File: config.mk
export PLATFORM = sky130hd
export DESIGN_NAME = can_oscillator_autodetect
export DESIGN_NICKNAME = d
export VERILOG_FILES = /design/src/sv/cosc_pkg.sv /design/src/sv/cosc_decide.sv /design/src/sv/can_oscillator_autodetect.sv
export SDC_FILE = /design/constraint.sdc
export NUM_CORES = 1
export LEC_CHECK = 0
export ABC_AREA = 1
export BUFFER_PORTS_ARGS = -buffer_cell sky130_fd_sc_hd__buf_2
export CELL_PAD_IN_SITES_DETAIL_PLACEMENT = 2
export CELL_PAD_IN_SITES_GLOBAL_PLACEMENT = 2
export CORE_UTILIZATION = 31
export DETAILED_ROUTE_END_ITERATION = 10
export GPL_TIMING_DRIVEN = 0
export PLACE_DENSITY_LB_ADDON = 0.1
export SETUP_SLACK_MARGIN = 0.3
export SYNTH_ARGS = -nofsm -noshare
export SYNTH_HDL_FRONTEND = slang
export SYNTH_SLANG_ARGS = --single-unit
File: constraint.sdc
create_clock -name clk -period 3.44 [get_ports clk]
set_input_delay 0.688 -clock clk [delete_from_list [all_inputs] [get_ports clk]]
set_output_delay 0.688 -clock clk [all_outputs]
set_load 0.01 [all_outputs]
File: src/sv/cosc_pkg.sv
package cosc_pkg;

	// configuration register indexes
	localparam logic [1:0] REG_TRIAL_PERIOD  = 2'd0;
	localparam logic [1:0] REG_LISTEN_WINDOW = 2'd1;
	localparam logic [1:0] REG_LOCK_THRESH   = 2'd2;

	localparam logic [15:0] TRIAL_PERIOD_RST  = 16'd600;
	localparam logic [19:0] LISTEN_WINDOW_RST = 20'd6000;
	localparam logic [3:0]  LOCK_THRESH_RST   = 4'd2;

	// input action codes
	localparam logic ACT_START = 1'b0;
	localparam logic ACT_POLL  = 1'b1;

	// controller operating modes
	localparam logic [1:0] MODE_LISTEN     = 2'd0;
	localparam logic [1:0] MODE_RESTRICTED = 2'd1;
	localparam logic [1:0] MODE_NORMAL     = 2'd2;

	localparam logic [7:0] SAVED_20 = 8'd20;
	localparam logic [7:0] SAVED_40 = 8'd40;
	localparam logic [5:0] SAVE_20  = 6'd20;
	localparam logic [5:0] SAVE_40  = 6'd40;
	localparam logic [5:0] SAVE_NONE = 6'd0;

	typedef struct packed {
		logic [15:0] trial_period_ms;
		logic [19:0] listen_window_ms;
		logic [3:0]  lock_threshold;
	} cfg_t;

	typedef struct packed {
		logic        detecting;
		logic [1:0]  trial_index;
		logic [3:0]  trial_frame_count;
		logic [31:0] trial_start_time;
		logic [31:0] detect_start_time;
		logic        locked_osc_40;
	} det_state_t;

	typedef struct packed {
		logic       reconfigure;
		logic       osc_is_40;
		logic [1:0] op_mode;
		logic       still_detecting;
		logic       save_request;
		logic [5:0] save_mhz;
	} result_t;

endpackage

File: src/sv/cosc_decide.sv
module cosc_decide import cosc_pkg::*; (
	input  cfg_t        cfg,
	input  det_state_t  st,
	input  logic        action,
	input  logic [7:0]  saved_mhz,
	input  logic [3:0]  frames_arrived,
	input  logic [31:0] now_ms,
	output det_state_t  st_next,
	output result_t     res
);

	logic [4:0]  sum;
	logic [3:0]  cnt_sat;
	logic [31:0] trial_elapsed;
	logic [31:0] detect_elapsed;
	logic        in_period;
	logic        in_window;
	logic [1:0]  idx_next;

	assign sum            = {1'b0, st.trial_frame_count} + {1'b0, frames_arrived};
	assign cnt_sat        = (sum > {1'b0, cfg.lock_threshold}) ? cfg.lock_threshold : sum[3:0];
	assign trial_elapsed  = now_ms - st.trial_start_time;
	assign detect_elapsed = now_ms - st.detect_start_time;
	assign in_period      = trial_elapsed < {16'd0, cfg.trial_period_ms};
	assign in_window      = detect_elapsed < {12'd0, cfg.listen_window_ms};
	// listen window rotates over the two listen-only trials only
	assign idx_next       = in_window ? {1'b0, ~st.trial_index[0]} : st.trial_index + 2'd1;

	always_comb begin
		st_next = st;
		res.reconfigure     = 1'b0;
		res.osc_is_40       = st.locked_osc_40;
		res.op_mode         = MODE_NORMAL;
		res.save_request    = 1'b0;
		res.save_mhz        = SAVE_NONE;
		if (action == ACT_START) begin
			res.reconfigure = 1'b1;
			if (saved_mhz == SAVED_20 || saved_mhz == SAVED_40) begin
				st_next.locked_osc_40 = (saved_mhz == SAVED_40);
				st_next.detecting     = 1'b0;
				res.osc_is_40         = (saved_mhz == SAVED_40);
			end else begin
				st_next.detecting         = 1'b1;
				st_next.trial_index       = 2'd0;
				st_next.trial_frame_count = 4'd0;
				st_next.trial_start_time  = now_ms;
				st_next.detect_start_time = now_ms;
				res.osc_is_40             = 1'b0;
				res.op_mode               = MODE_LISTEN;
			end
		end else if (st.detecting) begin
			st_next.trial_frame_count = cnt_sat;
			if (cnt_sat >= cfg.lock_threshold) begin
				st_next.locked_osc_40 = st.trial_index[0];
				st_next.detecting     = 1'b0;
				res.reconfigure       = 1'b1;
				res.osc_is_40         = st.trial_index[0];
				res.save_request      = 1'b1;
				res.save_mhz          = st.trial_index[0] ? SAVE_40 : SAVE_20;
			end else if (in_period) begin
				res.osc_is_40 = st.trial_index[0];
				res.op_mode   = st.trial_index[1] ? MODE_RESTRICTED : MODE_LISTEN;
			end else begin
				st_next.trial_start_time  = now_ms;
				st_next.trial_frame_count = 4'd0;
				st_next.trial_index       = idx_next;
				res.reconfigure           = 1'b1;
				res.osc_is_40             = idx_next[0];
				res.op_mode               = idx_next[1] ? MODE_RESTRICTED : MODE_LISTEN;
			end
		end
		res.still_detecting = st_next.detecting;
	end

endmodule

File: src/sv/can_oscillator_autodetect.sv
// channel   | handshake            | payload
// ----------+----------------------+---------------------------------------------
// input     | in_valid / in_stall  | action, saved_mhz, frames_arrived, now_ms
// output    | out_valid / out_stall| reconfigure, osc_is_40, op_mode,
//           |                      | still_detecting, save_request, save_mhz
// config    | apb (psel, penable)  | paddr, pwdata, prdata, pready
//
// an item passes from the input register through the decision logic into
// the result register.
// a new item can be taken every cycle unless a stalled result backs up the
// input register; throughput is set by the state update in the decision logic.
// arst_n clears detection state, config registers go to their defaults.
// a stalled result holds in the result register while the input register
// still fills; in_stall rises only when both are occupied.
module can_oscillator_autodetect import cosc_pkg::*; (
	input  logic        clk,
	input  logic        arst_n,
	// input channel
	input  logic        in_valid,
	output logic        in_stall,
	input  logic        action,
	input  logic [7:0]  saved_mhz,
	input  logic [3:0]  frames_arrived,
	input  logic [31:0] now_ms,
	// output channel
	output logic        out_valid,
	input  logic        out_stall,
	output logic        reconfigure,
	output logic        osc_is_40,
	output logic [1:0]  op_mode,
	output logic        still_detecting,
	output logic        save_request,
	output logic [5:0]  save_mhz,
	// configuration port
	input  logic        psel,
	input  logic        penable,
	input  logic        pwrite,
	input  logic [3:0]  paddr,
	input  logic [31:0] pwdata,
	output logic [31:0] prdata,
	output logic        pready
);

	// configuration registers
	cfg_t cfg_q;

	// detection state, updated as each item leaves the input register
	det_state_t st_q;
	det_state_t st_next;

	// input register
	logic        valid_s1;
	logic        action_s1;
	logic [7:0]  saved_mhz_s1;
	logic [3:0]  frames_s1;
	logic [31:0] now_s1;

	// result register
	logic    out_valid_q;
	result_t res_q;
	result_t res_d;

	logic       advance;
	logic       in_take;
	logic       cfg_wr;
	logic [1:0] reg_idx;

	assign pready  = 1'b1;
	assign cfg_wr  = psel && penable && pwrite && pready;
	assign reg_idx = paddr[3:2];

	always_ff @(posedge clk or negedge arst_n) begin
		if (!arst_n) begin
			cfg_q.trial_period_ms  <= TRIAL_PERIOD_RST;
			cfg_q.listen_window_ms <= LISTEN_WINDOW_RST;
			cfg_q.lock_threshold   <= LOCK_THRESH_RST;
		end else if (cfg_wr) begin
			unique case (reg_idx)
				REG_TRIAL_PERIOD:  cfg_q.trial_period_ms  <= pwdata[15:0];
				REG_LISTEN_WINDOW: cfg_q.listen_window_ms <= pwdata[19:0];
				REG_LOCK_THRESH:   cfg_q.lock_threshold   <= pwdata[3:0];
				default: ;
			endcase
		end
	end

	always_comb begin
		unique case (reg_idx)
			REG_TRIAL_PERIOD:  prdata = {16'd0, cfg_q.trial_period_ms};
			REG_LISTEN_WINDOW: prdata = {12'd0, cfg_q.listen_window_ms};
			REG_LOCK_THRESH:   prdata = {28'd0, cfg_q.lock_threshold};
			default:           prdata = 32'd0;
		endcase
	end

	// the item in the input register moves on whenever the result slot is free
	assign advance  = valid_s1 && (!out_valid_q || !out_stall);
	assign in_stall = valid_s1 && !advance;
	assign in_take  = in_valid && !in_stall;

	always_ff @(posedge clk or negedge arst_n) begin
		if (!arst_n) begin
			valid_s1 <= 1'b0;
		end else if (in_take) begin
			valid_s1 <= 1'b1;
		end else if (advance) begin
			valid_s1 <= 1'b0;
		end
	end

	always_ff @(posedge clk) begin
		if (in_take) begin
			action_s1    <= action;
			saved_mhz_s1 <= saved_mhz;
			frames_s1    <= frames_arrived;
			now_s1       <= now_ms;
		end
	end

	cosc_decide u_decide (
		.cfg            (cfg_q),
		.st             (st_q),
		.action         (action_s1),
		.saved_mhz      (saved_mhz_s1),
		.frames_arrived (frames_s1),
		.now_ms         (now_s1),
		.st_next        (st_next),
		.res            (res_d)
	);

	always_ff @(posedge clk or negedge arst_n) begin
		if (!arst_n) begin
			st_q <= '0;
		end else if (advance) begin
			st_q <= st_next;
		end
	end

	// result slot: refilled on advance, emptied on an unstalled transfer
	always_ff @(posedge clk or negedge arst_n) begin
		if (!arst_n) begin
			out_valid_q <= 1'b0;
		end else if (advance) begin
			out_valid_q <= 1'b1;
		end else if (!out_stall) begin
			out_valid_q <= 1'b0;
		end
	end

	always_ff @(posedge clk) begin
		if (advance) begin
			res_q <= res_d;
		end
	end

	assign out_valid       = out_valid_q;
	assign reconfigure     = res_q.reconfigure;
	assign osc_is_40       = res_q.osc_is_40;
	assign op_mode         = res_q.op_mode;
	assign still_detecting = res_q.still_detecting;
	assign save_request    = res_q.save_request;
	assign save_mhz        = res_q.save_mhz;

endmodule

==> reports/qor.tcl, run 1 <==
set qor(setup_viol_count_final) 46
set qor(timing.hold.worst.class) {primary input to async pin}
set qor(synth-edff-count) 53
set qor(asyncSetResetFlopFracSynth_pct) 68.3
set qor(buffer_ports.inserted) 105
set qor(fin_cells) 2606
set qor(die_height_microns) 204
set qor(synth-warning-count) 0
set qor(met3_wirelength_mm) 1.67
set qor(max_freq_mhz) 250
set qor(initial_utilization_pct) 31.7
set qor(timing.final.hold_violations) 0
set qor(power.sequential.fraction_pct) 19.9
set qor(max_cap_viol_count) 0
set qor(remaining_drc_errors) 0
set qor(grt_first_pass_wirelength_mm) 78.7
set qor(timing.final.max_slew_violations) 0
set qor(cts.sinks) 167
set qor(final_layout_size_suffix_gt1_share_pct) 24.2
set qor(clock-root-buffer) {sky130_fd_sc_hd__clkbuf_16}
set qor(syn_area_sq_um) 12700
set qor(grt_overflow_total) 0
set qor(number_of_antenna_violations_at_the_first_check_in_global_routing) 1
set qor(h-tree-depth) 4
set qor(path_class) {flip-flop to flip-flop}
set qor(cts_buffer_depth) 2
set qor(detail_route.wirelength_mm) 52.8
set qor(setup_slack_ps) -562
set qor(worst_slew_pin_slew_ps) 923
set qor(status) {finished, violations left}
set qor(fp-row-count) 73
set qor(slew-limit-headroom_pct) 38.3
set qor(clkTransAtPathRegs_ps) 70
set qor(fillCellCount) 4722
set qor(n_antenna_cell) 0
set qor(detail_route.wirelength.met1_mm) 23.4
set qor(worstSetupEndpointType) {flip-flop}
set qor(die-width_microns) 204
set qor(pre_cts_slack_ps) -1590
set qor(cts_hold_buf) 0
set qor(cellLeakagePower_nw) 8.64
set qor(share_clk_of_total_power_pct) 13.0
set qor(routabilityCongestion) 0.833
set qor(yosys_most_used_dff) {sky130_fd_sc_hd__dfrtp_1}
set qor(failed_checks) {negative setup slack}
set qor(synth.lib_cells_used.distinct) 44
set qor(avgRoutedWirePerCell_microns) 20.3
set qor(p_per_area_nw_per_um2) 890
set qor(grt_setup_unrepaired) {true}
set qor(netSwitchingFraction_pct) 49.6
set qor(route.antenna.remaining_nets) 0
set qor(routed_via_density) 4.88
set qor(peakVddDrop_mv) 0.388
set qor(area_of_the_placeable_core_sq_um) 40100
set qor(detailroute.wirelength.met2_mm) 26.5
set qor(internal-power_mw) 7.39
set qor(kind_of_launch_point_of_the_worst_setup_path) {flip-flop}
set qor(flow.area_growth_from_synthesis_pct) 29.7
set qor(grt_pass1_vias) 14000
set qor(critical_path.max_fanout) 10
set qor(dpl_cell_area_sq_um) 14000
set qor(placedCellCount) 2485
set qor(cts_buffers) 17
set qor(die_area_sq_um) 41800
set qor(nNetsFinal) 2268
set qor(critPathArrivalTime_ps) 4400
set qor(synthesis.area_per_instance_sq_um) 6.91
set qor(ys_ff_latch) 167
set qor(time_the_final_worst_path_needs_with_i_o_delays_and_setup_ps) 4000
set qor(clock_latency_ps) 490
set qor(design_power_total_mw) 14.7
set qor(fin_skew_ps) 16.3
set qor(comb_power_share_pct) 67.1
set qor(top_layer) {met4}
set qor(net-switching-power_mw) 7.29
set qor(num_io_pins) 135
set qor(dp.final_hpwl_mm) 39.7
set qor(grtUsageTotal_pct) 25.2
set qor(dr.pass1.iters) 4
set qor(finalCritPeriodShare_pct) 116
set qor(finalInstanceArea_sq_um) 16500
set qor(seq_area_frac_synth_pct) 35.1
set qor(cts_tree) {built}
set qor(grt_start_max_net_pins) 92
set qor(timing.critical_path.required_ps) 3840
set qor(initialDrtViolationCount) 482
set qor(synthesis.instances) 1840
set qor(route.vias.total) 12700
[layer usage]
layer	GRT usage [%]	vias to the layer above
li1	-	6110
met1	31.7	6346
met2	43.1	188
met3	4.56	65
met4	8.80	0
met5	0	-
[final cells by class]
| cell class | instances | area [sq um] | area share, % |
|---|---|---|---|
| Clock inverter | 13 | 108 | 0.653 |
| Buffer | 41 | 280 | 1.70 |
| Multi-Input combinational cell | 1244 | 7710 | 46.8 |
| Inverter | 401 | 1510 | 9.16 |
| Sequential cell | 167 | 4460 | 27.1 |
| Timing Repair Buffer | 196 | 1300 | 7.89 |
| Clock buffer | 19 | 454 | 2.76 |
| Tap cell | 525 | 657 | 3.99 |
[registers in the layout, indices dropped and copies added, names as in the netlist, 2 cells and up]
signal,flops
cfg_q,40
frames_s1,4
now_s1,32
op_mode,2
save_mhz,2
saved_mhz_s1,8
st_q,72
[path summary, 6_finish.rpt]
path | endpoint | slack, ps | from | cells past startpoint
worst max-delay path | st_q[69]$_DFFE_PN0P_ | -560 | now_s1[4]$_DFFE_PP_ | 26
worst min-delay path | valid_s1$_DFFE_PN0P_ | 70 | arst_n | 1
max in group asynchronous | st_q[61]$_DFFE_PN0P_ | 2570 | arst_n | 2
min in group clk | saved_mhz_s1[4]$_DFFE_PP_ | 370 | saved_mhz[4] | 1
worst min register to register | st_q[52]$_DFFE_PN0P_ | 490 | st_q[52]$_DFFE_PN0P_ | 2
worst max register to register | st_q[69]$_DFFE_PN0P_ | -560 | now_s1[4]$_DFFE_PP_ | 26
[through the flow]
stage | util [%] | TNS [ps] | hold slack [ps]
after floorplan | - | -2700 | 392
after global placement | 34.9 | -46970 | 455
after detailed placement | 35.0 | -50310 | 470
after CTS | 39.5 | -15430 | 60.7
after global routing | 41.1 | -28350 | 68.7
final | 41.1 | -19470 | 68.1
[timing repair]
action	in CTS	in global routing
endpoints found under the setup margin	48	49
pin swaps	49	49
setup buffers	59	30
resized for setup	174	104
[cell families (layout without fill, tap and decap cells)]
kind of cell               count (synthesis)  in the layout  synth area share, %
xor gates and xnor gates                  37             37                 2.55
adders and majority gates                112            112                 11.2
AOI/OAI and AO/OA                        231            231                 10.3
buffers and inverters                    442            670                 13.9
and+or+nand+nor                          849            849                 26.9
DFF                                      167            167                 35.1
other                                      2             15               0.0591
[power groups by stage]
stage	registers, mW	clock network [mW]	logic [mW]
finish	2.92	1.91	9.84
global route	2.97	2.03	10.8
CTS	2.90	1.96	8.73
detailed placement	2.93	0	7.19
global placement	2.91	0	6.78
floorplan	2.82	0	4.92
[worst max-delay path: stages, from the launching register on]
cell and delay (ps):
sky130_fd_sc_hd__edfxtp_1 490, sky130_fd_sc_hd__ha_4 350, sky130_fd_sc_hd__nand2_1 100, sky130_fd_sc_hd__nand2_2 110
sky130_fd_sc_hd__nand2_2 60, sky130_fd_sc_hd__nand2_2 80, sky130_fd_sc_hd__inv_1 50, sky130_fd_sc_hd__nand2_2 90
sky130_fd_sc_hd__nand2_1 80, sky130_fd_sc_hd__nand2_2 140, sky130_fd_sc_hd__xor2_4 230, sky130_fd_sc_hd__ha_4 250
sky130_fd_sc_hd__nand2_1 70, sky130_fd_sc_hd__nor2_1 60, sky130_fd_sc_hd__a211oi_2 220, sky130_fd_sc_hd__nand3_2 140
sky130_fd_sc_hd__a21oi_2 170, sky130_fd_sc_hd__nand2_2 90, sky130_fd_sc_hd__inv_1 60, sky130_fd_sc_hd__nand2_1 90
sky130_fd_sc_hd__nor2_4 240, sky130_fd_sc_hd__nand3_2 130, sky130_fd_sc_hd__nand2_4 130, sky130_fd_sc_hd__buf_12 150
sky130_fd_sc_hd__buf_12 150, sky130_fd_sc_hd__nand2_1 80, sky130_fd_sc_hd__o21ai_1 110
[layout by cell type, fill, tap and decap left out, drive strengths merged, types with 34 or more instances in the layout]
master / Yosys / routed
dfrtp: 102 / 102
nand2: 605 / 605
a21oi: 67 / 67
buf: 26 / 222
inv: 401 / 409
o21ai: 128 / 128
edfxtp: 53 / 53
clkbuf: 15 / 34
ha: 109 / 109
nor2: 126 / 126
nand3: 77 / 77
[synth_stat cells (6+ instances only)]
library cell	count	area, sq um
sky130_fd_sc_hd__nand4_1	15	93.8
sky130_fd_sc_hd__a21oi_1	66	330
sky130_fd_sc_hd__clkbuf_1	15	56.3
sky130_fd_sc_hd__nand2_2	7	43.8
sky130_fd_sc_hd__o21ai_0	102	510
sky130_fd_sc_hd__edfxtp_1	53	1590
sky130_fd_sc_hd__o21ai_1	6	30.0
sky130_fd_sc_hd__nand3_1	76	380
sky130_fd_sc_hd__ha_1	109	1360
sky130_fd_sc_hd__o21ai_2	20	175
sky130_fd_sc_hd__nor3_1	12	60.1
sky130_fd_sc_hd__inv_1	400	1500
sky130_fd_sc_hd__dfrtp_1	102	2550
sky130_fd_sc_hd__dfstp_2	12	315
sky130_fd_sc_hd__nand3b_1	7	52.6
sky130_fd_sc_hd__o22ai_1	12	75.1
sky130_fd_sc_hd__buf_4	17	128
sky130_fd_sc_hd__nor2_1	121	454
sky130_fd_sc_hd__nand2_1	598	2240
sky130_fd_sc_hd__xor2_1	33	289
Power figures use the tool's default switching activity.
==> run 2, diff against run 1 <==
ABC_AREA = 0   (was 1)
CORE_UTILIZATION = 40   (was 31)
clock period = 4.85 ns   (was 3.44 ns; I/O delays follow)
==> run 2 against run 1 <==
  * The flow still finishes with violations (negative setup slack)
  * Sequential cell count unchanged
  * Global-route usage increased by 2.9 points
  * Critical path depth unchanged
  * Register-to-register slack got worse by 560 ps
  * First-iteration DRC count decreased by 4.8%
  * Worst hold slack improved by 360 ps
  * Clock power decreased by 23%
  * Sequential power decreased by 30%
  * Wire length decreased by 24%
  * Non-clock buffer count decreased by 60
  * Critical path type unchanged
  * Critical endpoint is now osc_is_40$_DFFE_PP_
==> reports/qor.tcl, run 2 <==
set qor(synth.lib_cells_used.distinct) 76 ;# was 44
set qor(path_class) {flip-flop to flip-flop} ;# unchanged
set qor(die_area_sq_um) 29400 ;# was 41,800 sq um
set qor(reg2reg_slack_ps) -1120 ;# was -560 ps
set qor(fin_skew_ps) 19.6 ;# was 16.3 ps
set qor(synth-warning-count) 0 ;# unchanged
set qor(grt_overflow_total) 0 ;# unchanged
set qor(clock_latency_ps) 460 ;# was 490 ps
set qor(buffer_ports.inserted) 105 ;# unchanged
set qor(number_of_flip_flops_in_the_largest_register) 72 ;# unchanged
set qor(internal-power_mw) 4.52 ;# was 7.39 mW
set qor(nNetsFinal) 1592 ;# was 2,268
set qor(ys_ff_latch) 167 ;# unchanged
set qor(h-tree-depth) 4 ;# unchanged
set qor(n_antenna_cell) 0 ;# unchanged
set qor(critical_path.max_fanout) 3 ;# was 10
set qor(route.antenna.remaining_nets) 0 ;# unchanged
set qor(max_freq_mhz) 167 ;# was 250 MHz
set qor(cts_hold_buf) 0 ;# unchanged
set qor(timing.final.max_slew_violations) 0 ;# unchanged
set qor(critical-path-top-delay-family) {compound AO/OA/AOI/OAI gates} ;# was simple AND/OR/NAND/NOR gates
set qor(cts_tree) {built} ;# unchanged
set qor(synthesis.instances) 1242 ;# was 1,840
set qor(failed_checks) {negative setup slack} ;# unchanged
set qor(asyncSetResetFlopFracSynth_pct) 68.3 ;# unchanged
set qor(share_clk_of_total_power_pct) 18.0 ;# was 13.0%
set qor(remaining_drc_errors) 0 ;# unchanged
set qor(synthMostInstantiatedCell) {sky130_fd_sc_hd__nand2_1} ;# unchanged
set qor(grt_start_max_net_pins) 77 ;# was 92
set qor(cts_buffers) 17 ;# unchanged
set qor(flow.area_growth_from_synthesis_pct) 17.3 ;# was 29.7%
set qor(top_regs) {st_q: 72 flops, cfg_q: 40 flops, now_s1: 32 flops} ;# unchanged
set qor(grt_first_pass_wirelength_mm) 62.2 ;# was 78.7 mm
set qor(setup_viol_count_final) 41 ;# was 46
set qor(grtUsageTotal_pct) 28.1 ;# was 25.2%
set qor(cts_buffer_depth) 2 ;# unchanged
set qor(fp-row-count) 61 ;# was 73
set qor(yosys-top-cells-area) {sky130_fd_sc_hd__dfrtp_1 (22%), sky130_fd_sc_hd__edfxtp_1 (14%), sky130_fd_sc_hd__ha_1 (12%), sky130_fd_sc_hd__o21ai_0 (5.1%), sky130_fd_sc_hd__mux2_2 (4.4%)} ;# was sky130_fd_sc_hd__dfrtp_1 (20%), sky130_fd_sc_hd__nand2_1 (18%), sky130_fd_sc_hd__edfxtp_1 (13%), sky130_fd_sc_hd__inv_1 (12%), sky130_fd_sc_hd__ha_1 (11%)
set qor(dp.final_hpwl_mm) 29.1 ;# was 39.7 mm
set qor(crit-reg2reg-launch) {now_s1[0]$_DFFE_PP_} ;# was now_s1[4]$_DFFE_PP_
set qor(worst_reg2reg_path_length_in_cells) 26 ;# unchanged
set qor(syn_area_sq_um) 11500 ;# was 12,700 sq um
set qor(worstSetupEndpointType) {flip-flop} ;# unchanged
set qor(synthesis.area_per_instance_sq_um) 9.25 ;# was 6.91 sq um
set qor(routed_via_density) 5.65 ;# was 4.88
set qor(peakVddDrop_mv) 0.301 ;# was 0.388 mV
set qor(time_the_final_worst_path_needs_with_i_o_delays_and_setup_ps) 5970 ;# was 4000 ps
set qor(dr.pass1.iters) 5 ;# was 4
set qor(synth_top_area_share_pct) 22.2 ;# was 20.1%
set qor(area_of_the_placeable_core_sq_um) 28000 ;# was 40,100 sq um
set qor(net-switching-power_mw) 3.65 ;# was 7.29 mW
set qor(number_of_antenna_violations_at_the_first_check_in_global_routing) 0 ;# was 1
set qor(synth_area_leader_cell) {sky130_fd_sc_hd__dfrtp_1} ;# unchanged
set qor(max_cap_viol_count) 0 ;# unchanged
set qor(final_layout_size_suffix_gt1_share_pct) 19.0 ;# was 24.2%
set qor(synth-edff-count) 53 ;# unchanged
set qor(slowest_stage) {sky130_fd_sc_hd__or4_4} ;# was sky130_fd_sc_hd__edfxtp_1
set qor(initial_utilization_pct) 41.0 ;# was 31.7%
set qor(timing.final.hold_violations) 0 ;# unchanged
set qor(critPathArrivalTime_ps) 6200 ;# was 4400 ps
set qor(cellLeakagePower_nw) 6.14 ;# was 8.64 nW
set qor(cts.sinks) 167 ;# unchanged
set qor(setup_slack_ps) -1120 ;# was -562 ps
set qor(timing.critical_path.required_ps) 5070 ;# was 3840 ps
set qor(power.sequential.fraction_pct) 25.2 ;# was 19.9%
set qor(grt_pass1_vias) 11100 ;# was 14,000
set qor(grt_setup_unrepaired) {true} ;# unchanged
set qor(cp_common_cell) {sky130_fd_sc_hd__o21ai_1} ;# was sky130_fd_sc_hd__nand2_2
set qor(num_io_pins) 135 ;# unchanged
set qor(detail_route.wirelength_mm) 40.2 ;# was 52.8 mm
set qor(clock-root-buffer) {sky130_fd_sc_hd__clkbuf_16} ;# unchanged
set qor(design_power_total_mw) 8.16 ;# was 14.7 mW
set qor(die-width_microns) 171 ;# was 204 microns
set qor(die_height_microns) 171 ;# was 204 microns
set qor(route.vias.total) 10100 ;# was 12,700
set qor(regMostFlops) {st_q} ;# unchanged
set qor(slew-limit-headroom_pct) 32.6 ;# was 38.3%
set qor(seq_area_frac_synth_pct) 38.8 ;# was 35.1%
set qor(timing.critical_path.slowest_cell_delay_ps) 500 ;# was 490 ps
set qor(kind_of_launch_point_of_the_worst_setup_path) {flip-flop} ;# unchanged
set qor(routabilityCongestion) 0.826 ;# was 0.833
set qor(comb_power_share_pct) 56.9 ;# was 67.1%
set qor(p_per_area_nw_per_um2) 606 ;# was 890 nW/um^2
set qor(finalCritPeriodShare_pct) 123 ;# was 116%
set qor(status) {finished, violations left} ;# unchanged
set qor(avgRoutedWirePerCell_microns) 22.5 ;# was 20.3 microns
set qor(netSwitchingFraction_pct) 44.7 ;# was 49.6%
set qor(synthTopCellsByCount) {sky130_fd_sc_hd__nand2_1 (134), sky130_fd_sc_hd__inv_1 (120), sky130_fd_sc_hd__o21ai_0 (116)} ;# was sky130_fd_sc_hd__nand2_1 (598), sky130_fd_sc_hd__inv_1 (400), sky130_fd_sc_hd__nor2_1 (121)
set qor(clkTransAtPathRegs_ps) 90 ;# was 70 ps
set qor(worstPathBufferInverterCount) 2 ;# was 4
set qor(final_common_cell) {sky130_fd_sc_hd__nand2_1} ;# unchanged
set qor(timing.hold.worst.class) {primary input to async pin} ;# unchanged
set qor(timing.rr.end) {osc_is_40$_DFFE_PP_} ;# was st_q[69]$_DFFE_PN0P_
set qor(layout.cells.most_common_list) {sky130_fd_sc_hd__nand2_1 (134), sky130_fd_sc_hd__inv_1 (118), sky130_fd_sc_hd__o21ai_0 (110)} ;# was sky130_fd_sc_hd__nand2_1 (533), sky130_fd_sc_hd__inv_1 (382), sky130_fd_sc_hd__buf_2 (106)
set qor(initialDrtViolationCount) 459 ;# was 482
set qor(worst_slew_pin_slew_ps) 1010 ;# was 923 ps
set qor(yosys_most_used_dff) {sky130_fd_sc_hd__dfrtp_1} ;# unchanged
set qor(pre_cts_slack_ps) -1460 ;# was -1590 ps
run 2: changes by cell type after synthesis, sizes merged, moves of 40 or more:
cell and change:
inv -281, mux2 +45, nor2 -54, a21o +40, nand2 -471, nand3 -55
run 2: cell type report:
class	count	area (sq um)
Tap cell	378	473
Buffer	59	325
Clock buffer	21	526
Multi-Input combinational cell	909	6480
Sequential cell	167	4460
Inverter	120	450
Timing Repair Buffer	118	662
Clock inverter	11	95.1
Fill cell	3083	14500
run 2: worst max-delay path by stage:
stage,start,to,slack (ps),cells past startpoint
CTS,now_s1[0]$_DFFE_PP_,osc_is_40$_DFFE_PP_,-1080,26
floorplan,now_s1[0]$_DFFE_PP_,osc_is_40$_DFFE_PP_,-700,26
detailed placement,now_s1[0]$_DFFE_PP_,osc_is_40$_DFFE_PP_,-1460,26
finish,now_s1[0]$_DFFE_PP_,osc_is_40$_DFFE_PP_,-1120,26
global route,now_s1[0]$_DFFE_PP_,osc_is_40$_DFFE_PP_,-1310,26
global placement,now_s1[0]$_DFFE_PP_,osc_is_40$_DFFE_PP_,-1250,26
run 2: cell families after synthesis:
logic type,Yosys count,share of synthesized area (%)
AO/OA/AOI/OAI,344,19.3
XOR/XNOR,41,3.13
adder cells (fa/ha/maj),112,12.4
buffers and inverters,179,6.49
flip-flops,167,38.8
multiplexers,65,6.16
other,2,0.0654
AND/OR/NAND/NOR,332,13.7
run 2: power groups by stage:
stage | logic, mW | clock network (mW) | registers (mW)
final | 4.64 | 1.47 | 2.05
after global routing | 5.08 | 1.54 | 2.09
after CTS | 4.50 | 1.50 | 2.05
after detailed placement | 4.22 | 0 | 2.06
after global placement | 3.99 | 0 | 2.03
after floorplan | 3.08 | 0 | 1.99
run 2: through the flow:
| stage | cells | util (%) | hold slack (ps) | area, sq um | TNS (ps) |
|---|---|---|---|---|---|
| 2_1_floorplan | 1255 | - | 457 | 11600 | -1060 |
| 3_3_place_gp | 1738 | 44.9 | 472 | 12600 | -17650 |
| 3_5_place_dp | 1740 | 45.1 | 495 | 12600 | -28000 |
| 4_1_cts | 1780 | 47.9 | 437 | 13400 | -13560 |
| 5_1_grt | 1783 | 48.1 | 442 | 13500 | -27030 |
| 6_report | 1783 | 48.1 | 428 | 13500 | -16170 |
run 2: routing by layer:
layer | part of all wire [%] | global-route usage, % | vias up
li1 | - | - | 4708
met1 | 43 | 33.3 | 5159
met2 | 53 | 51.8 | 151
met3 | 1.8 | 3.43 | 52
met4 | 2.7 | 10.2 | 0
met5 | 0 | 0 | -
run 2: what timing repair did:
action / CTS / global route
endpoints found under the setup margin: 41 / 43
gates cloned: 0 / 0
gates resized for setup: 21 / 7
buffers inserted: 8 / 3
pin swaps: 8 / 4
==> run 3, diff against run 2 <==
CORE_UTILIZATION = 37   (was 40)
clock period = 6.6 ns   (was 4.85 ns; I/O delays follow)
==> run 3 against run 2 <==
  * The run now ends clean
  * Worst hold slack better by 79 ps
  * Utilization is 4.5 points lower
  * Largest cell class unchanged
  * Critical endpoint unchanged
  * Sequential cell count stayed put
==> reports/qor.tcl, run 3 (synthesis gave the netlist of run 2 again) <==
set qor(number_of_antenna_violations_at_the_first_check_in_global_routing) 0 ;# unchanged
set qor(slew-limit-headroom_pct) 41.7 ;# was 32.6%
set qor(layout.cells.most_common_list) {sky130_fd_sc_hd__nand2_1 (134), sky130_fd_sc_hd__inv_1 (119), sky130_fd_sc_hd__o21ai_0 (113)} ;# was sky130_fd_sc_hd__nand2_1 (134), sky130_fd_sc_hd__inv_1 (118), sky130_fd_sc_hd__o21ai_0 (110)
set qor(cellLeakagePower_nw) 6.09 ;# was 6.14 nW
set qor(buffer_ports.inserted) 105 ;# unchanged
set qor(clock-root-buffer) {sky130_fd_sc_hd__clkbuf_16} ;# unchanged
set qor(grt_overflow_total) 0 ;# unchanged
set qor(setup.worst_path.end) {osc_is_40$_DFFE_PP_} ;# unchanged
set qor(critical-path-top-delay-family) {compound AO/OA/AOI/OAI gates} ;# unchanged
set qor(route.antenna.remaining_nets) 0 ;# unchanged
set qor(die-width_microns) 178 ;# was 171 microns
set qor(remaining_drc_errors) 0 ;# unchanged
set qor(reg2reg_slack_ps) 640 ;# was -1120 ps
set qor(slowest_stage) {sky130_fd_sc_hd__or4_4} ;# unchanged
set qor(top_regs) {st_q: 72 flops, cfg_q: 40 flops, now_s1: 32 flops} ;# unchanged
set qor(fp-row-count) 64 ;# was 61
set qor(detail_route.wirelength_mm) 37.2 ;# was 40.2 mm
set qor(max_freq_mhz) 168 ;# was 167 MHz
set qor(routabilityCongestion) 0.814 ;# was 0.826
set qor(initial_utilization_pct) 37.5 ;# was 41.0%
set qor(finalSetupTns_ps) 0 ;# was -16,170 ps
set qor(cts.sinks) 167 ;# unchanged
set qor(final_common_cell) {sky130_fd_sc_hd__nand2_1} ;# unchanged
set qor(path_class) {flip-flop to flip-flop} ;# unchanged
set qor(regMostFlops) {st_q} ;# unchanged
set qor(timing.final.hold_violations) 0 ;# unchanged
set qor(worstSetupEndpointType) {flip-flop} ;# unchanged
set qor(crit_cells) 26 ;# unchanged
set qor(flow.area_growth_from_synthesis_pct) 16.0 ;# was 17.3%
set qor(finalCritPeriodShare_pct) 90.3 ;# was 123%
set qor(number_of_flip_flops_in_the_largest_register) 72 ;# unchanged
set qor(h-tree-depth) 4 ;# unchanged
set qor(grt_start_max_net_pins) 89 ;# was 77
set qor(critical_path.max_fanout) 2 ;# was 3
set qor(timing.hold.worst.class) {flip-flop to flip-flop} ;# was primary input to async pin
set qor(time_the_final_worst_path_needs_with_i_o_delays_and_setup_ps) 5960 ;# was 5970 ps
set qor(fraction_of_the_core_area_covered_by_cells_at_the_end_of_the_flow_pct) 43.6 ;# was 48.1%
set qor(grt_pass1_vias) 10500 ;# was 11,100
set qor(cp_common_cell) {sky130_fd_sc_hd__o21ai_1} ;# unchanged
set qor(dp.final_hpwl_mm) 28.8 ;# was 29.1 mm
set qor(fin_skew_ps) 12.0 ;# was 19.6 ps
set qor(peakVddDrop_mv) 0.206 ;# was 0.301 mV
set qor(crit_path_launch) {now_s1[0]$_DFFE_PP_} ;# unchanged
set qor(timing.critical_path.slowest_cell_delay_ps) 510 ;# was 500 ps
set qor(dr.pass1.iters) 6 ;# was 5
set qor(timing.rr.end) {osc_is_40$_DFFE_PP_} ;# unchanged
set qor(nNetsFinal) 1587 ;# was 1,592
set qor(crit-reg2reg-launch) {now_s1[0]$_DFFE_PP_} ;# unchanged
set qor(worst_slew_pin_slew_ps) 870 ;# was 1010 ps
set qor(kind_of_launch_point_of_the_worst_setup_path) {flip-flop} ;# unchanged
set qor(worstPathBufferInverterCount) 2 ;# unchanged
set qor(p_per_area_nw_per_um2) 431 ;# was 606 nW/um^2
set qor(clock_latency_ps) 460 ;# about the same
set qor(setup_slack_ps) 641 ;# was -1120 ps
set qor(die_area_sq_um) 31700 ;# was 29,400 sq um
set qor(n_antenna_cell) 0 ;# unchanged
set qor(critPathArrivalTime_ps) 6170 ;# was 6200 ps
set qor(final_layout_size_suffix_gt1_share_pct) 17.8 ;# was 19.0%
set qor(timing.final.max_slew_violations) 0 ;# unchanged
set qor(routed_via_density) 5.46 ;# was 5.65
set qor(cts_buffers) 17 ;# unchanged
set qor(timing.critical_path.required_ps) 6810 ;# was 5070 ps
set qor(avgRoutedWirePerCell_microns) 20.7 ;# was 22.5 microns
set qor(setup_viol_count_final) 0 ;# was 41
set qor(die_height_microns) 178 ;# was 171 microns
set qor(clkTransAtPathRegs_ps) 80 ;# was 90 ps
set qor(area_of_the_placeable_core_sq_um) 30600 ;# was 28,000 sq um
set qor(grt_setup_unrepaired) {false} ;# was true
set qor(cts_buffer_depth) 2 ;# unchanged
set qor(pre_cts_slack_ps) 150 ;# was -1460 ps
set qor(fillCellCount) 3399 ;# was 3,083
set qor(worst_reg2reg_path_length_in_cells) 26 ;# unchanged
set qor(initialDrtViolationCount) 379 ;# was 459
set qor(status) {finished, final reports clean} ;# was finished, violations left
set qor(route.vias.total) 9809 ;# was 10,100
set qor(max_cap_viol_count) 0 ;# unchanged
set qor(grtUsageTotal_pct) 24.2 ;# was 28.1%
set qor(cts_tree) {built} ;# unchanged
set qor(grt_first_pass_wirelength_mm) 58.5 ;# was 62.2 mm
set qor(num_io_pins) 135 ;# unchanged
## run 3: cell types whose count changed in the layout (fill, tap and decap cells not counted), sizes merged
cell,change
buf,-5
clkbuf,-3
clkinv,+1
clkinvlp,-1
inv,+3
## run 3: how the worst min path moves through the flow
stage,start,endpoint,cells past startpoint
after floorplan,valid_s1$_DFFE_PN0P_,out_valid$_DFFE_PN0P_,1
after global placement,valid_s1$_DFFE_PN0P_,out_valid$_DFFE_PN0P_,1
after detailed placement,valid_s1$_DFFE_PN0P_,out_valid$_DFFE_PN0P_,1
after CTS,valid_s1$_DFFE_PN0P_,out_valid$_DFFE_PN0P_,1
after global routing,st_q[52]$_DFFE_PN0P_,st_q[52]$_DFFE_PN0P_,1
final,valid_s1$_DFFE_PN0P_,out_valid$_DFFE_PN0P_,1
## run 3: final cells by class
class,count,area [sq um],area share [%]
plain buffers,59,295,2.22
clock buffers,18,450,3.38
clock inverters,14,173,1.30
inverters,120,450,3.38
multi-input cells,909,6370,47.8
flip-flops and latches,167,4460,33.5
well taps,396,495,3.72
repair buffers,113,624,4.69
## run 3: routing by layer
metal,GRT usage [%],vias up,wire length [microns]
met4,5.86,0,612
met2,43.9,112,19200
met3,3.22,33,861
met5,0,-,0
met1,30.2,4971,16600
li1,-,4693,-
## run 3: repair_timing
| action | in CTS | in global routing |
|---|---|---|
| endpoints found under the hold margin | 0 | 0 |
| endpoints found under the setup margin | 1 | 7 |
| gates resized for setup | 4 | 11 |
| hold buffers | 0 | 0 |
| buffers inserted | 2 | 4 |
| pin swaps | 2 | 9 |
## run 3: report_power, final
group	switching (mW)	internal (mW)	leakage (nW)
Combinational	1.86	1.30	3.92
Clock	0.540	0.540	0.305
Sequential	0.153	1.34	1.87
Total	2.55	3.18	6.09
## run 3: through the flow
| stage | hold slack (ps) | power [mW] | area, sq um | cells |
|---|---|---|---|---|
| CTS | 503 | 5.74 | 13300 | 1792 |
| detailed placement | 488 | 4.57 | 12600 | 1758 |
| global route | 526 | 6.21 | 13300 | 1796 |
| floorplan | 457 | 3.68 | 11500 | 1255 |
| finish | 507 | 5.74 | 13300 | 1796 |
| global placement | 474 | 4.40 | 12600 | 1756 |
